<file path="src/sv/frcf_pkg.sv">
// frcf_pkg: shared types, constants and the arctangent table for the roll filter.
// No dependencies; compiled first.
package frcf_pkg;

  localparam int ATAN_LEN = 24;                  // entries in the atan table
  localparam int IDX_W    = 5;                   // table index width
  localparam int INC_W    = 29;                  // rounded gyro increment, Q.16
  localparam int MAG_W    = 17;                  // |accel| incl. 32768
  localparam int XY_W     = 43;                  // CORDIC x/y, 24 frac bits
  localparam int Z_W      = 25;                  // CORDIC angle accumulator
  localparam int Q_DEPTH  = 2;                   // front-to-back queue depth

  localparam logic signed [23:0] DEG90     = 24'sd5898240;
  localparam logic        [16:0] ALPHA_ONE = 17'd65536;
  localparam logic        [16:0] BLEND_RST = 17'd64225;
  localparam logic         [1:0] ADDR_BLEND_WEIGHT = 2'd0;

  typedef enum logic [1:0] {
    TILT_ZERO,
    TILT_POS90,
    TILT_NEG90,
    TILT_CORDIC
  } tilt_kind_t;

  typedef struct packed {
    tilt_kind_t                kind;
    logic                      neg;
    logic [MAG_W-1:0]          mag_x;
    logic [MAG_W-1:0]          mag_y;
    logic signed [INC_W-1:0]   inc;
  } frcf_entry_t;

  typedef struct packed {
    logic signed [31:0] val;
    logic               hit;
  } sat_t;

  // atan(2^-i) in Q15.16 degrees, rounded
  function automatic logic [21:0] atan_q16(input logic [IDX_W-1:0] i);
    logic [21:0] v;
    unique case (i)
      5'd0:    v = 22'd2949120;
      5'd1:    v = 22'd1740967;
      5'd2:    v = 22'd919879;
      5'd3:    v = 22'd466945;
      5'd4:    v = 22'd234379;
      5'd5:    v = 22'd117304;
      5'd6:    v = 22'd58666;
      5'd7:    v = 22'd29335;
      5'd8:    v = 22'd14668;
      5'd9:    v = 22'd7334;
      5'd10:   v = 22'd3667;
      5'd11:   v = 22'd1833;
      5'd12:   v = 22'd917;
      5'd13:   v = 22'd458;
      5'd14:   v = 22'd229;
      5'd15:   v = 22'd115;
      5'd16:   v = 22'd57;
      5'd17:   v = 22'd29;
      5'd18:   v = 22'd14;
      5'd19:   v = 22'd7;
      5'd20:   v = 22'd4;
      5'd21:   v = 22'd2;
      5'd22:   v = 22'd1;
      default: v = 22'd0;
    endcase
    return v;
  endfunction

  // clamp to signed 32 bits, flag when clipped
  function automatic sat_t sat32(input logic signed [35:0] v);
    sat_t r;
    if (v > 36'sd2147483647) begin
      r.val = 32'sh7fffffff;
      r.hit = 1'b1;
    end else if (v < -36'sd2147483648) begin
      r.val = 32'sh80000000;
      r.hit = 1'b1;
    end else begin
      r.val = v[31:0];
      r.hit = 1'b0;
    end
    return r;
  endfunction

endpackage

</file>
<file path="src/sv/frcf_if.sv">
// frcf_if: valid/ready channel interfaces for IMU samples and filter results.
// No dependencies.
interface frcf_sample_if;
  logic               valid;
  logic               ready;
  logic signed [15:0] accel_x;
  logic signed [15:0] accel_y;
  logic signed [15:0] gyro_rate;
  logic        [19:0] interval;

  modport source (output valid, accel_x, accel_y, gyro_rate, interval, input ready);
  modport sink   (input valid, accel_x, accel_y, gyro_rate, interval, output ready);
endinterface

interface frcf_result_if;
  logic               valid;
  logic               ready;
  logic signed [31:0] fused_angle;
  logic signed [31:0] gyro_angle;
  logic signed [23:0] tilt_angle;
  logic               saturated;

  modport source (output valid, fused_angle, gyro_angle, tilt_angle, saturated, input ready);
  modport sink   (input valid, fused_angle, gyro_angle, tilt_angle, saturated, output ready);
endinterface

</file>
<file path="src/sv/frcf_front.sv">
// frcf_front: takes IMU samples, classifies the tilt case and forms the gyro increment.
// Depends on frcf_pkg and frcf_sample_if.
module frcf_front import frcf_pkg::*; (
  input  logic         clk,
  input  logic         rst,
  frcf_sample_if.sink  in_ch,
  input  logic         q_full,
  output logic         q_push,
  output frcf_entry_t  q_entry
);

  logic               s_valid;
  logic signed [15:0] s_ax;
  logic signed [15:0] s_ay;
  logic signed [15:0] s_gz;
  logic        [19:0] s_dt;

  logic               take;
  logic signed [16:0] ax_e;
  logic signed [16:0] ay_e;
  logic signed [36:0] prod;
  logic signed [36:0] prod_rnd;

  assign in_ch.ready = !s_valid || !q_full;
  assign take        = in_ch.valid && in_ch.ready;
  assign q_push      = s_valid && !q_full;

  always_ff @(posedge clk) begin
    if (rst) begin
      s_valid <= 1'b0;
    end else if (take) begin
      s_valid <= 1'b1;
    end else if (q_push) begin
      s_valid <= 1'b0;
    end
    if (take) begin
      s_ax <= in_ch.accel_x;
      s_ay <= in_ch.accel_y;
      s_gz <= in_ch.gyro_rate;
      s_dt <= in_ch.interval;
    end
  end

  always_comb begin
    ax_e     = {s_ax[15], s_ax};
    ay_e     = {s_ay[15], s_ay};
    prod     = s_gz * $signed({1'b0, s_dt});
    prod_rnd = prod + 37'sd128;

    q_entry.neg   = s_ax[15] ^ s_ay[15];
    q_entry.mag_x = s_ax[15] ? MAG_W'(-ax_e) : MAG_W'(ax_e);
    q_entry.mag_y = s_ay[15] ? MAG_W'(-ay_e) : MAG_W'(ay_e);
    q_entry.inc   = prod_rnd[36:8];   // floor shift by 8

    priority if (s_ay == 16'sd0) begin
      if (s_ax > 16'sd0) begin
        q_entry.kind = TILT_POS90;
      end else if (s_ax < 16'sd0) begin
        q_entry.kind = TILT_NEG90;
      end else begin
        q_entry.kind = TILT_ZERO;
      end
    end else if (s_ax == 16'sd0) begin
      q_entry.kind = TILT_ZERO;
    end else begin
      q_entry.kind = TILT_CORDIC;
    end
  end

endmodule

</file>
<file path="src/sv/frcf_queue.sv">
// frcf_queue: short FIFO of classified samples between front and back.
// Depends on frcf_pkg.
module frcf_queue import frcf_pkg::*; (
  input  logic        clk,
  input  logic        rst,
  input  logic        push,
  input  frcf_entry_t push_entry,
  output logic        full,
  input  logic        pop,
  output frcf_entry_t head,
  output logic        empty
);

  localparam int PTR_W = (Q_DEPTH > 1) ? $clog2(Q_DEPTH) : 1;
  localparam int CNT_W = $clog2(Q_DEPTH + 1);
  localparam logic [PTR_W-1:0] PTR_LAST = PTR_W'(Q_DEPTH - 1);

  frcf_entry_t      slot [Q_DEPTH];
  logic [PTR_W-1:0] wr_ptr;
  logic [PTR_W-1:0] rd_ptr;
  logic [CNT_W-1:0] count;

  assign full  = (count == CNT_W'(Q_DEPTH));
  assign empty = (count == '0);
  assign head  = slot[rd_ptr];

  always_ff @(posedge clk) begin
    if (rst) begin
      wr_ptr <= '0;
      rd_ptr <= '0;
      count  <= '0;
    end else begin
      if (push) begin
        wr_ptr <= (wr_ptr == PTR_LAST) ? '0 : wr_ptr + 1'b1;
      end
      if (pop) begin
        rd_ptr <= (rd_ptr == PTR_LAST) ? '0 : rd_ptr + 1'b1;
      end
      priority if (push && !pop) begin
        count <= count + 1'b1;
      end else if (pop && !push) begin
        count <= count - 1'b1;
      end
    end
    if (push) begin
      slot[wr_ptr] <= push_entry;
    end
  end

  a_no_overfill: assert property (@(posedge clk) disable iff (rst)
    push |-> !full)
    else $error("queue written while full");

  a_no_underrun: assert property (@(posedge clk) disable iff (rst)
    pop |-> !empty)
    else $error("queue read while empty");

  a_count_bound: assert property (@(posedge clk) disable iff (rst)
    count <= CNT_W'(Q_DEPTH))
    else $error("queue count beyond depth");

endmodule

</file>
<file path="src/sv/frcf_back.sv">
// frcf_back: iterative CORDIC arctangent, blend multiplies, estimate update, result register.
// Depends on frcf_pkg and frcf_result_if.
module frcf_back import frcf_pkg::*; #(
  parameter int CORDIC_STEPS = 16
) (
  input  logic          clk,
  input  logic          rst,
  input  logic [16:0]   alpha,
  input  logic          q_empty,
  input  frcf_entry_t   q_head,
  output logic          q_pop,
  frcf_result_if.source out_ch
);

  localparam int NSTEP = (CORDIC_STEPS > ATAN_LEN) ? ATAN_LEN : CORDIC_STEPS;
  localparam logic [IDX_W-1:0] LAST_STEP = IDX_W'(NSTEP - 1);

  typedef enum logic [2:0] {
    S_IDLE,
    S_ITER,
    S_TILT,
    S_MULA,
    S_MULB,
    S_FIN
  } state_t;

  state_t                  state;
  logic [IDX_W-1:0]        cnt;
  tilt_kind_t              kind;
  logic                    neg;
  logic signed [INC_W-1:0] inc;
  logic signed [XY_W-1:0]  x;
  logic signed [XY_W-1:0]  y;
  logic signed [Z_W-1:0]   z;
  logic signed [23:0]      tilt;
  logic signed [32:0]      sum;
  logic signed [32:0]      gsum;
  logic signed [50:0]      p_a;
  logic signed [41:0]      p_b;
  logic signed [31:0]      fused_est;
  logic signed [31:0]      gyro_est;

  logic                    o_valid;
  logic signed [31:0]      o_fused;
  logic signed [31:0]      o_gyro;
  logic signed [23:0]      o_tilt;
  logic                    o_sat;

  logic signed [XY_W-1:0]  xs;
  logic signed [XY_W-1:0]  ys;
  logic signed [Z_W-1:0]   step_ang;
  logic signed [23:0]      zc;
  logic [16:0]             alpha_eff;
  logic [16:0]             beta;
  logic signed [51:0]      blend;
  sat_t                    f_sat;
  sat_t                    g_sat;
  logic                    out_free;
  logic                    commit;

  assign q_pop    = (state == S_IDLE) && !q_empty;
  assign out_free = !o_valid || out_ch.ready;
  // result register reloaded this cycle; takes precedence over the drain
  assign commit   = (state == S_FIN) && out_free;

  always_comb begin
    xs        = x >>> cnt;
    ys        = y >>> cnt;
    step_ang  = Z_W'($signed({1'b0, atan_q16(cnt)}));
    alpha_eff = (alpha > ALPHA_ONE) ? ALPHA_ONE : alpha;
    beta      = ALPHA_ONE - alpha_eff;
    if (z < 0) begin
      zc = '0;
    end else if (z > Z_W'(DEG90)) begin
      zc = DEG90;
    end else begin
      zc = z[23:0];
    end
    blend = {p_a[50], p_a} + {{10{p_b[41]}}, p_b} + 52'sd32768;
    f_sat = sat32(blend[51:16]);          // floor shift by 16
    g_sat = sat32({{3{gsum[32]}}, gsum});
  end

  always_ff @(posedge clk) begin
    if (rst) begin
      state     <= S_IDLE;
      o_valid   <= 1'b0;
      fused_est <= '0;
      gyro_est  <= '0;
      cnt       <= '0;
    end else begin
      if (o_valid && out_ch.ready && !commit) begin
        o_valid <= 1'b0;
      end
      unique case (state)
        S_IDLE: begin
          if (!q_empty) begin
            kind  <= q_head.kind;
            neg   <= q_head.neg;
            inc   <= q_head.inc;
            x     <= XY_W'({q_head.mag_y, 24'd0});
            y     <= XY_W'({q_head.mag_x, 24'd0});
            z     <= '0;
            cnt   <= '0;
            state <= (q_head.kind == TILT_CORDIC) ? S_ITER : S_TILT;
          end
        end
        S_ITER: begin
          if (y > 0) begin
            x <= x + ys;
            y <= y - xs;
            z <= z + step_ang;
          end else begin
            x <= x - ys;
            y <= y + xs;
            z <= z - step_ang;
          end
          cnt <= cnt + 1'b1;
          if (cnt == LAST_STEP) begin
            state <= S_TILT;
          end
        end
        S_TILT: begin
          unique case (kind)
            TILT_ZERO:   tilt <= '0;
            TILT_POS90:  tilt <= DEG90;
            TILT_NEG90:  tilt <= -DEG90;
            TILT_CORDIC: tilt <= neg ? -zc : zc;
            default:     tilt <= '0;
          endcase
          sum   <= {fused_est[31], fused_est} + {{4{inc[INC_W-1]}}, inc};
          gsum  <= {gyro_est[31], gyro_est} + {{4{inc[INC_W-1]}}, inc};
          state <= S_MULA;
        end
        S_MULA: begin
          p_a   <= sum * $signed({1'b0, alpha_eff});
          state <= S_MULB;
        end
        S_MULB: begin
          p_b   <= tilt * $signed({1'b0, beta});
          state <= S_FIN;
        end
        S_FIN: begin
          if (out_free) begin
            fused_est <= f_sat.val;
            gyro_est  <= g_sat.val;
            o_valid   <= 1'b1;
            o_fused   <= f_sat.val;
            o_gyro    <= g_sat.val;
            o_tilt    <= tilt;
            o_sat     <= f_sat.hit || g_sat.hit;
            state     <= S_IDLE;
          end
        end
        default: state <= S_IDLE;
      endcase
    end
  end

  assign out_ch.valid       = o_valid;
  assign out_ch.fused_angle = o_fused;
  assign out_ch.gyro_angle  = o_gyro;
  assign out_ch.tilt_angle  = o_tilt;
  assign out_ch.saturated   = o_sat;

  a_tilt_range: assert property (@(posedge clk) disable iff (rst)
    o_valid |-> (o_tilt <= DEG90) && (o_tilt >= -DEG90))
    else $error("tilt outside +-90 degrees");

  a_sat_at_rail: assert property (@(posedge clk) disable iff (rst)
    (o_valid && o_sat) |-> (o_fused == 32'sh7fffffff || o_fused == 32'sh80000000 ||
                            o_gyro == 32'sh7fffffff || o_gyro == 32'sh80000000))
    else $error("saturation flag without a clamped angle");

  a_iter_bound: assert property (@(posedge clk) disable iff (rst)
    (state == S_ITER) |-> (cnt <= LAST_STEP))
    else $error("CORDIC step count overran");

  a_state_kept: assert property (@(posedge clk) disable iff (rst)
    (state != S_FIN) |=> $stable(fused_est) && $stable(gyro_est))
    else $error("estimate changed outside commit");

endmodule

</file>
<file path="src/sv/flatland_roll_complementary_filter.sv">
// Roll complementary filter: the back end works on one sample at a time and takes the next
// from the queue only after the current one has committed; the zero/+-90 special cases skip
// the shared CORDIC iteration loop in the back end. Samples keep being taken while
// the queue has room. Reset (rst, synchronous, active high) clears both kept angles, empties
// the queue and result register, and sets blend_weight to 64225.
module flatland_roll_complementary_filter import frcf_pkg::*; #(
  parameter int CORDIC_STEPS = 16
) (
  input  logic          clk,
  input  logic          rst,
  // APB-style configuration port
  input  logic          psel,
  input  logic          penable,
  input  logic          pwrite,
  input  logic [1:0]    paddr,
  input  logic [31:0]   pwdata,
  output logic [31:0]   prdata,
  output logic          pready,
  // sample in, result out
  frcf_sample_if.sink   in_ch,
  frcf_result_if.source out_ch
);

  // blend weight alpha, Q1.16; values above one act as one in the back end
  logic [16:0] blend_weight;

  logic        q_push;
  logic        q_pop;
  logic        q_full;
  logic        q_empty;
  frcf_entry_t q_in;
  frcf_entry_t q_head;

  // Register writes complete in the access phase; no wait states.
  assign pready = 1'b1;
  assign prdata = (paddr == ADDR_BLEND_WEIGHT) ? {15'd0, blend_weight} : 32'd0;

  always_ff @(posedge clk) begin
    if (rst) begin
      blend_weight <= BLEND_RST;
    end else if (psel && penable && pwrite && paddr == ADDR_BLEND_WEIGHT) begin
      blend_weight <= pwdata[16:0];
    end
  end

  // Front end: one sample register, tilt-case classification and the rounded
  // gyro increment (rate x interval, 24 -> 16 fraction bits).
  frcf_front u_front (
    .clk     (clk),
    .rst     (rst),
    .in_ch   (in_ch),
    .q_full  (q_full),
    .q_push  (q_push),
    .q_entry (q_in)
  );

  // Queue decouples sample intake from the multi-cycle back end.
  frcf_queue u_queue (
    .clk        (clk),
    .rst        (rst),
    .push       (q_push),
    .push_entry (q_in),
    .full       (q_full),
    .pop        (q_pop),
    .head       (q_head),
    .empty      (q_empty)
  );

  // Back end: CORDIC vectoring for atan(|ax|/|ay|), then the blend and the
  // kept-angle update; the result register lets the next item proceed up to
  // the commit while an earlier result waits for transfer.
  frcf_back #(
    .CORDIC_STEPS (CORDIC_STEPS)
  ) u_back (
    .clk     (clk),
    .rst     (rst),
    .alpha   (blend_weight),
    .q_empty (q_empty),
    .q_head  (q_head),
    .q_pop   (q_pop),
    .out_ch  (out_ch)
  );

endmodule

</file>
<file path="src/flat_wrapper.sv">
// flat-port wrapper written by rule: the top's interface ports become plain ports
module flatland_roll_complementary_filter_flat import frcf_pkg::*;
#(
  parameter int CORDIC_STEPS = 16
)
  (clk, rst, psel, penable, pwrite, paddr, pwdata, prdata, pready, in_ch_valid, in_ch_accel_x, in_ch_accel_y, in_ch_gyro_rate, in_ch_interval, in_ch_ready, out_ch_valid, out_ch_fused_angle, out_ch_gyro_angle, out_ch_tilt_angle, out_ch_saturated, out_ch_ready);
  frcf_sample_if in_ch_i ();
  frcf_result_if out_ch_i ();
  input  logic clk;
  input  logic rst;
  input  logic psel;
  input  logic penable;
  input  logic pwrite;
  input  logic [1:0] paddr;
  input  logic [31:0] pwdata;
  output logic [31:0] prdata;
  output logic pready;
  input wire logic [$bits(in_ch_i.valid)-1:0] in_ch_valid;
  input wire logic [$bits(in_ch_i.accel_x)-1:0] in_ch_accel_x;
  input wire logic [$bits(in_ch_i.accel_y)-1:0] in_ch_accel_y;
  input wire logic [$bits(in_ch_i.gyro_rate)-1:0] in_ch_gyro_rate;
  input wire logic [$bits(in_ch_i.interval)-1:0] in_ch_interval;
  output wire logic [$bits(in_ch_i.ready)-1:0] in_ch_ready;
  output wire logic [$bits(out_ch_i.valid)-1:0] out_ch_valid;
  output wire logic [$bits(out_ch_i.fused_angle)-1:0] out_ch_fused_angle;
  output wire logic [$bits(out_ch_i.gyro_angle)-1:0] out_ch_gyro_angle;
  output wire logic [$bits(out_ch_i.tilt_angle)-1:0] out_ch_tilt_angle;
  output wire logic [$bits(out_ch_i.saturated)-1:0] out_ch_saturated;
  input wire logic [$bits(out_ch_i.ready)-1:0] out_ch_ready;
  assign in_ch_i.valid = in_ch_valid;
  assign in_ch_i.accel_x = in_ch_accel_x;
  assign in_ch_i.accel_y = in_ch_accel_y;
  assign in_ch_i.gyro_rate = in_ch_gyro_rate;
  assign in_ch_i.interval = in_ch_interval;
  assign in_ch_ready = in_ch_i.ready;
  assign out_ch_valid = out_ch_i.valid;
  assign out_ch_fused_angle = out_ch_i.fused_angle;
  assign out_ch_gyro_angle = out_ch_i.gyro_angle;
  assign out_ch_tilt_angle = out_ch_i.tilt_angle;
  assign out_ch_saturated = out_ch_i.saturated;
  assign out_ch_i.ready = out_ch_ready;
  flatland_roll_complementary_filter #(.CORDIC_STEPS(CORDIC_STEPS)) u_core (.clk(clk), .rst(rst), .psel(psel), .penable(penable), .pwrite(pwrite), .paddr(paddr), .pwdata(pwdata), .prdata(prdata), .pready(pready), .in_ch(in_ch_i), .out_ch(out_ch_i));
endmodule
</file>
<file path="config.mk">
export PLATFORM = sky130hd
export DESIGN_NAME = flatland_roll_complementary_filter_flat
export DESIGN_NICKNAME = d
export VERILOG_FILES = /design/src/sv/frcf_pkg.sv /design/src/sv/frcf_if.sv /design/src/sv/frcf_front.sv /design/src/sv/frcf_queue.sv /design/src/sv/frcf_back.sv /design/src/sv/flatland_roll_complementary_filter.sv /design/src/flat_wrapper.sv
export SDC_FILE = /design/constraint.sdc
export NUM_CORES = 2
export LEC_CHECK = 0
export BUFFER_PORTS_ARGS = -buffer_cell sky130_fd_sc_hd__clkbuf_2
export CORE_MARGIN = 10
export CORE_UTILIZATION = 45
export DETAILED_ROUTE_END_ITERATION = 12
export RECOVER_POWER = 100
export SLEW_MARGIN = 20
export SYNTH_ARGS = -nofsm -noshare
export SYNTH_HDL_FRONTEND = slang
export SYNTH_SLANG_ARGS = --single-unit
</file>
<file path="constraint.sdc">
create_clock -name clk -period 15.55 [get_ports clk]
set_clock_uncertainty 0.15 [all_clocks]
set_input_delay 3.11 -clock clk [delete_from_list [all_inputs] [get_ports clk]]
set_output_delay 3.11 -clock clk [all_outputs]
set_load 0.01 [all_outputs]
</file>
## After elaboration in Yosys (flattened, before gate mapping)

Memories as Yosys holds them, arrays and structs flattened. A register that Yosys moved wholly into a read port is not among the register bits.
Cells that the tools add are included.

| word-level totals | value |
|---|---|
| output and inout port bits | 124 |
| input bits | 109 |
| RAM bits | 132 |
| memories | 2 |
| logic and storage cells | 169 |
| bits in read-only memories | 704 |
| bits in registers | 578 |

| operators by class | value |
|---|---|
| $add $sub $neg | 20 |
| shift operators | 2 |
| reductions and logical operators | 39 |
| multipliers | 3 |
| equality and inequality tests | 14 |
| bitwise logic cells | 3 |
| magnitude comparators | 10 |
| mux-type cells | 47 |

Memories:

| memory | depth | bits a word | read ports | clocked after Yosys merged registers in | wr ports | RTL line | source |
|---|---|---|---|---|---|---|---|
| (name not given) | 32 | 22 | 1 | 1 | 0 | frcf_pkg.sv:41 | `unique case (i)` |
| u_core.u_queue.slot | 2 | 66 | 1 | 1 | 1 | frcf_queue.sv:18 | `frcf_entry_t slot [Q_DEPTH];` |

Operators by type and width:

| kind | count |
|---|---|
| 43-bit two-way mux | 4 |
| 43-bit case mux with 2 select lines | 2 |
| 33-bit two-way mux | 4 |
| 24-bit case mux with 4 select lines | 1 |
| 43-bit adder | 2 |
| 43-bit by 5-bit >>> shifter with 43-bit output | 2 |
| 43-bit subtractor | 2 |
| 24-bit two-way mux | 3 |
| 17-bit two-way mux | 4 |
| 32-bit by 29-bit adder with 33-bit output | 2 |
| 51-bit by 42-bit adder with 52-bit output | 1 |
| 52-bit by 16-bit adder with 52-bit output (second input constant) | 1 |
| 33-bit by 18-bit multiplier with 51-bit output | 1 |
| 25-bit two-way mux | 2 |
| 25-bit case mux with 2 select lines | 1 |
| 43-bit by 1-bit > comparator with 1-bit output (second input constant) | 1 |
| 24-bit by 18-bit multiplier with 42-bit output | 1 |
| 37-bit by 9-bit adder with 37-bit output (second input constant) | 1 |
| 16-bit by 21-bit multiplier with 37-bit output | 1 |
| 36-bit by 32-bit > comparator with 1-bit output (second input constant) | 1 |
| 36-bit by 32-bit less-than comparator with 1-bit output (second input constant) | 1 |
| 16-bit negation with 17-bit output | 2 |
| 33-bit by 32-bit > comparator with 1-bit output (second input constant) | 1 |
| 33-bit by 32-bit less-than comparator with 1-bit output (second input constant) | 1 |
| other kinds (37) | 96 |

## Depth between registers and ports, before layout

| depth | value |
|---|---|
| depth in word-level cells | 8 |
| gate-level depth with buffers | 36 |
| depth with buffers taken out | 34 |

## Hierarchy

A second synthesis with hierarchy kept.

| second synthesis, totals | value |
|---|---|
| cell total of the unflattened synthesis | 9566 |
| area, all modules | 91126.1 um2 |

Modules (own cells, without submodules):

| module | times used | cells each | area an instance (um2) | seq. area each (um2) |
|---|---|---|---|---|
| frcf_back | 1 | 7793 | 71652.5 | 14363.8 |
| frcf_front | 1 | 1435 | 13509.2 | 2062.0 |
| frcf_queue | 1 | 227 | 4977.3 | 4063.9 |
| flatland_roll_complementary_filter | 1 | 111 | 987.2 | 340.3 |

## Least setup slack after synthesis

Ideal clock, no wire load.

| timing | value |
|---|---|
| kind | input to register |
| from | in rst |
| to | reg u_core.u_back.gsum[0], enable pin |
| slack | 1.901 ns |
| setup time | 0.792 ns |
| data required time | 14.608 ns |
| cell stages on the path | 3 |
| buffers on the path | 2 |
| arrival | 12.706 ns |
| path through | clkbuf_1 -> clkbuf_1 -> nor4b_1 |

| on the way | value |
|---|---|
| longest elaborated chain between the ends | 2 |

Ends and longest elaborated chain:

| element | RTL line | source |
|---|---|---|
| start: declaration | flat_wrapper.sv:10 | `input logic rst;` |
| 1-bit NOT (no line) | n/a |  |
| 2-bit AND reduction (no line) | n/a |  |
| end signal: assignment | frcf_back.sv:132 | `gsum <= {gyro_est[31], gyro_est} + {{4{inc[INC_W-1]}}, inc};` |
| end: declaration | frcf_back.sv:37 | `logic signed [32:0] gsum;` |

Every way passes these cells.
A chain may end at the register's enable or synchronous reset.

## Worst setup path in the final report

| timing | value |
|---|---|
| from | reg u_core.blend_weight[13] |
| to | reg u_core.u_back.p_b[40], data pin |

| on the way | value |
|---|---|
| longest elaborated chain between the ends | 4 |

Ends and longest elaborated chain:

| element | RTL line | source |
|---|---|---|
| start: declaration | flatland_roll_complementary_filter.sv:25 | `logic [16:0] blend_weight;` |
| start signal: assignment | flatland_roll_complementary_filter.sv:42 | `blend_weight <= pwdata[16:0];` |
| 17-bit > comparator | frcf_back.sv:70 | `alpha_eff = (alpha > ALPHA_ONE) ? ALPHA_ONE : alpha;` |
| 17-bit two-way mux (*) | frcf_back.sv:70 |  |
| 17-bit subtractor (*) | frcf_back.sv:71 | `beta = ALPHA_ONE - alpha_eff;` |
| 24-bit by 18-bit multiplier with 42-bit output (*) | frcf_back.sv:140 | `p_b <= tilt * $signed({1'b0, beta});` |
| end signal: assignment | frcf_back.sv:140 |  |
| end: declaration | frcf_back.sv:39 | `logic signed [41:0] p_b;` |

Mark *: on every way between the ends. The rest lies on a longest branch, timed or not.

==> metrics.cfg <==
[outcome]
status=finished, violations left
violations=max-capacitance violations, max-slew violations

[min_path]
hp-class=reg -> reg
hp-start=u_core.u_back.gyro_est[20]$_SDFFE_PP0P_

[grt]
grt_pass1_vias=70700
grt_pass1_wl_um=398000
overflow=0
grt_use_total_pct=22.7
grt_max_degree=69
grt_antenna_before_repair=6

[final_layout]
layout_commonest_cell=inv_1
drive_above_1_share_pct=6.08
multi_input_area_um2=62200
final_cell_mix=1608 x inv_1, 1346 x nand2_1, 1192 x fa_1
fin_cells=12200
syn_to_final_growth_pct=6.68
fillCellCount=19000
layout.nets=11500
final-seq-area_um2=20800

[worst_setup_path]
endpoint_kind=register
path_buf_inv=5
max_stage_delay_ps=1280
r2r_start=u_core.blend_weight[13]$_SDFFE_PP1P_
slowest_stage=clkbuf_1
required_ps=15880
worstPathMaxFanout=46
cp_top_family=adder cells
worstSetupPathType=reg -> reg
worstSetupStartpointType=register
crit_arrival_ps=12930
startpoint=u_core.blend_weight[13]$_SDFFE_PP1P_
cp_common_cell=fa_1

[yosys]
seq_area_frac_synth_pct=22.9
synth_fa_ha_area_share_pct=35.0
syn_avg_cell_area_um2=9.47
synth_compound_area_share_pct=9.82
synth-xor-area-share_pct=4.38
synth_edf_count=615
synth_flop_cell=edfxtp_1
syn_inst=9591
netlist.area_leader.share_pct=26.3
syn_area_um2=90800
synth_seq_cells=733
synth.distinct_cells=109
synth_area_leaders=fa_1 26%, edfxtp_1 20%, ha_1 8.8%, inv_1 6.6%, nand2_1 5.6%
yosysTopAreaCell=fa_1
synth_top_family_by_area=adder cells
synthMuxAreaShare_pct=4.37
ys_warn_count=0
synth-simple-area-share_pct=14.6
async_reset_ff_share_pct=0

[drt]
drc_errors=0
vias_per_cell=5.51
wl_per_cell_um=20.3
drt_iter0_drc=4621
vias=67500
wirelength_um=249000
antenna_left=0
drt_pass1_iterations=5

[cts]
htreeDepth=3
cts.path.max_buffers=3
clock-root-buffer=clkbuf_16
clkLatencyLatePin_ps=740
postCtsSetupRepairBufs=0
cts_buffers=88
tritoncts=yes
hold_buffers=0
cts_resized=0
clock_sink_count=733
cts.clk_slew.worst_paths_ps=60

[die]
die-area_um2=220000
core_area_um2=200000
fp-row-count=164
initial_core_util_pct=45.3
die-height_um=469
num_io_pins=233
die_w_um=469

[timing]
finalCriticalPeriod_ps=12600
holdWs_ps=309
worst_slew_pin_slew_ps=4360
fin_setup_tns_ps=0
setup_viol=0
rsz0062_at_grt=false
hold_viol=0
maxSlewHeadroom_pct=-191
worst_slack_ps=2950
drv_slew=943
post-route-period-util_pct=81.0
max_clock_freq_ghz=0.0794

[placement]
placed_cells=12100
hpwl_um=191000
gp_congestion=0.933
place_ws_ps=4480
io_buffers=201

[job]
maxCapViolations=19

## layer usage
layer | vias up | wire [um] | track usage, % | share of wire (%)
met3 | 441 | 14500 | 3.13 | 5.8
met1 | 34000 | 107000 | 30.5 | 43
met2 | 2036 | 117000 | 37.3 | 47
li1 | 31000 | - | - | -
met5 | - | 0 | 0 | 0
met4 | 0 | 10900 | 8.81 | 4.4
## sequential cells by signal (all words and copies together) (netlist names), 5 cells and up, named ones only
register	count
u_core.u_back.z	25
u_core.u_back.y	43
u_core.u_back.p_a	51
u_core.u_back.p_b	42
u_core.u_front.s_ax	16
u_core.u_back.sum	33
u_core.u_back.gsum	33
u_core.blend_weight	17
u_core.u_back.out_ch.tilt_angle	24
u_core.u_back.cnt	5
u_core.u_back.tilt	24
u_core.u_back.inc	29
u_core.u_front.s_gz	16
u_core.u_back.fused_est	32
u_core.u_back.out_ch.gyro_angle	32
u_core.u_front.s_ay	16
u_core.u_queue.slot	132
u_core.u_back.out_ch.fused_angle	32
u_core.u_back.gyro_est	32
u_core.u_back.x	43
u_core.u_back.step_ang	22
u_core.u_front.s_dt	20
## area by class of cell
cell class	count	share of cell area, %
multi-input combinational	6800	64.2
sequential	733	21.5
inverter	1611	6.24
tap	2656	3.43
clock buffer	109	2.51
timing repair buffer	283	1.47
clock inverter	53	0.630
antenna	2	0.00517
## final timing paths
path,to,slack (ps),depth (start not counted)
hold / removal,u_core.u_back.gyro_est[20]$_SDFFE_PP0P_,310,2
hold reg to reg,u_core.u_back.gyro_est[20]$_SDFFE_PP0P_,310,2
setup reg to reg,u_core.u_back.p_b[40]$_DFFE_PP_,2950,33
setup / recovery,u_core.u_back.p_b[40]$_DFFE_PP_,2950,33
## synth_stat cells, drive strengths merged (156+ instances only)
cell type,count
o21ai,306
nand2,1348
fa,1192
xor2,173
nor2,460
a21o,156
a21oi,381
and2,392
inv,1610
edfxtp,615
clkbuf,358
xnor2,281
ha,635
## tightest hold or removal path: stages (launching register included)
cell,delay (ps)
dfxtp_1,310
nand2_1,50
a21oi_1,50
## logic make-up (layout without fill, tap and decap cells)
family                   count (synthesis)  in the layout
adder cells (fa/ha/maj)               1827           1827
other                                    2             22
buffers and inverters                 2076           2056
XOR/XNOR                               454            454
AND/OR/NAND/NOR                       2853           2853
multiplexers                           269            269
flip-flops                             733            733
AO/OA/AOI/OAI                         1377           1377
## per-stage QoR
| step | area, um^2 | utilization, % |
|---|---|---|
| after floorplan | 90900 | - |
| after global placement | 94100 | 47.0 |
| after detailed placement | 94100 | 47.0 |
| after CTS | 97100 | 48.5 |
| after global routing | 96800 | 48.4 |
| final | 96900 | 48.4 |
Power is not shown: default switching activity piles up to over one toggle a cycle in this logic, so the estimate is an artifact.
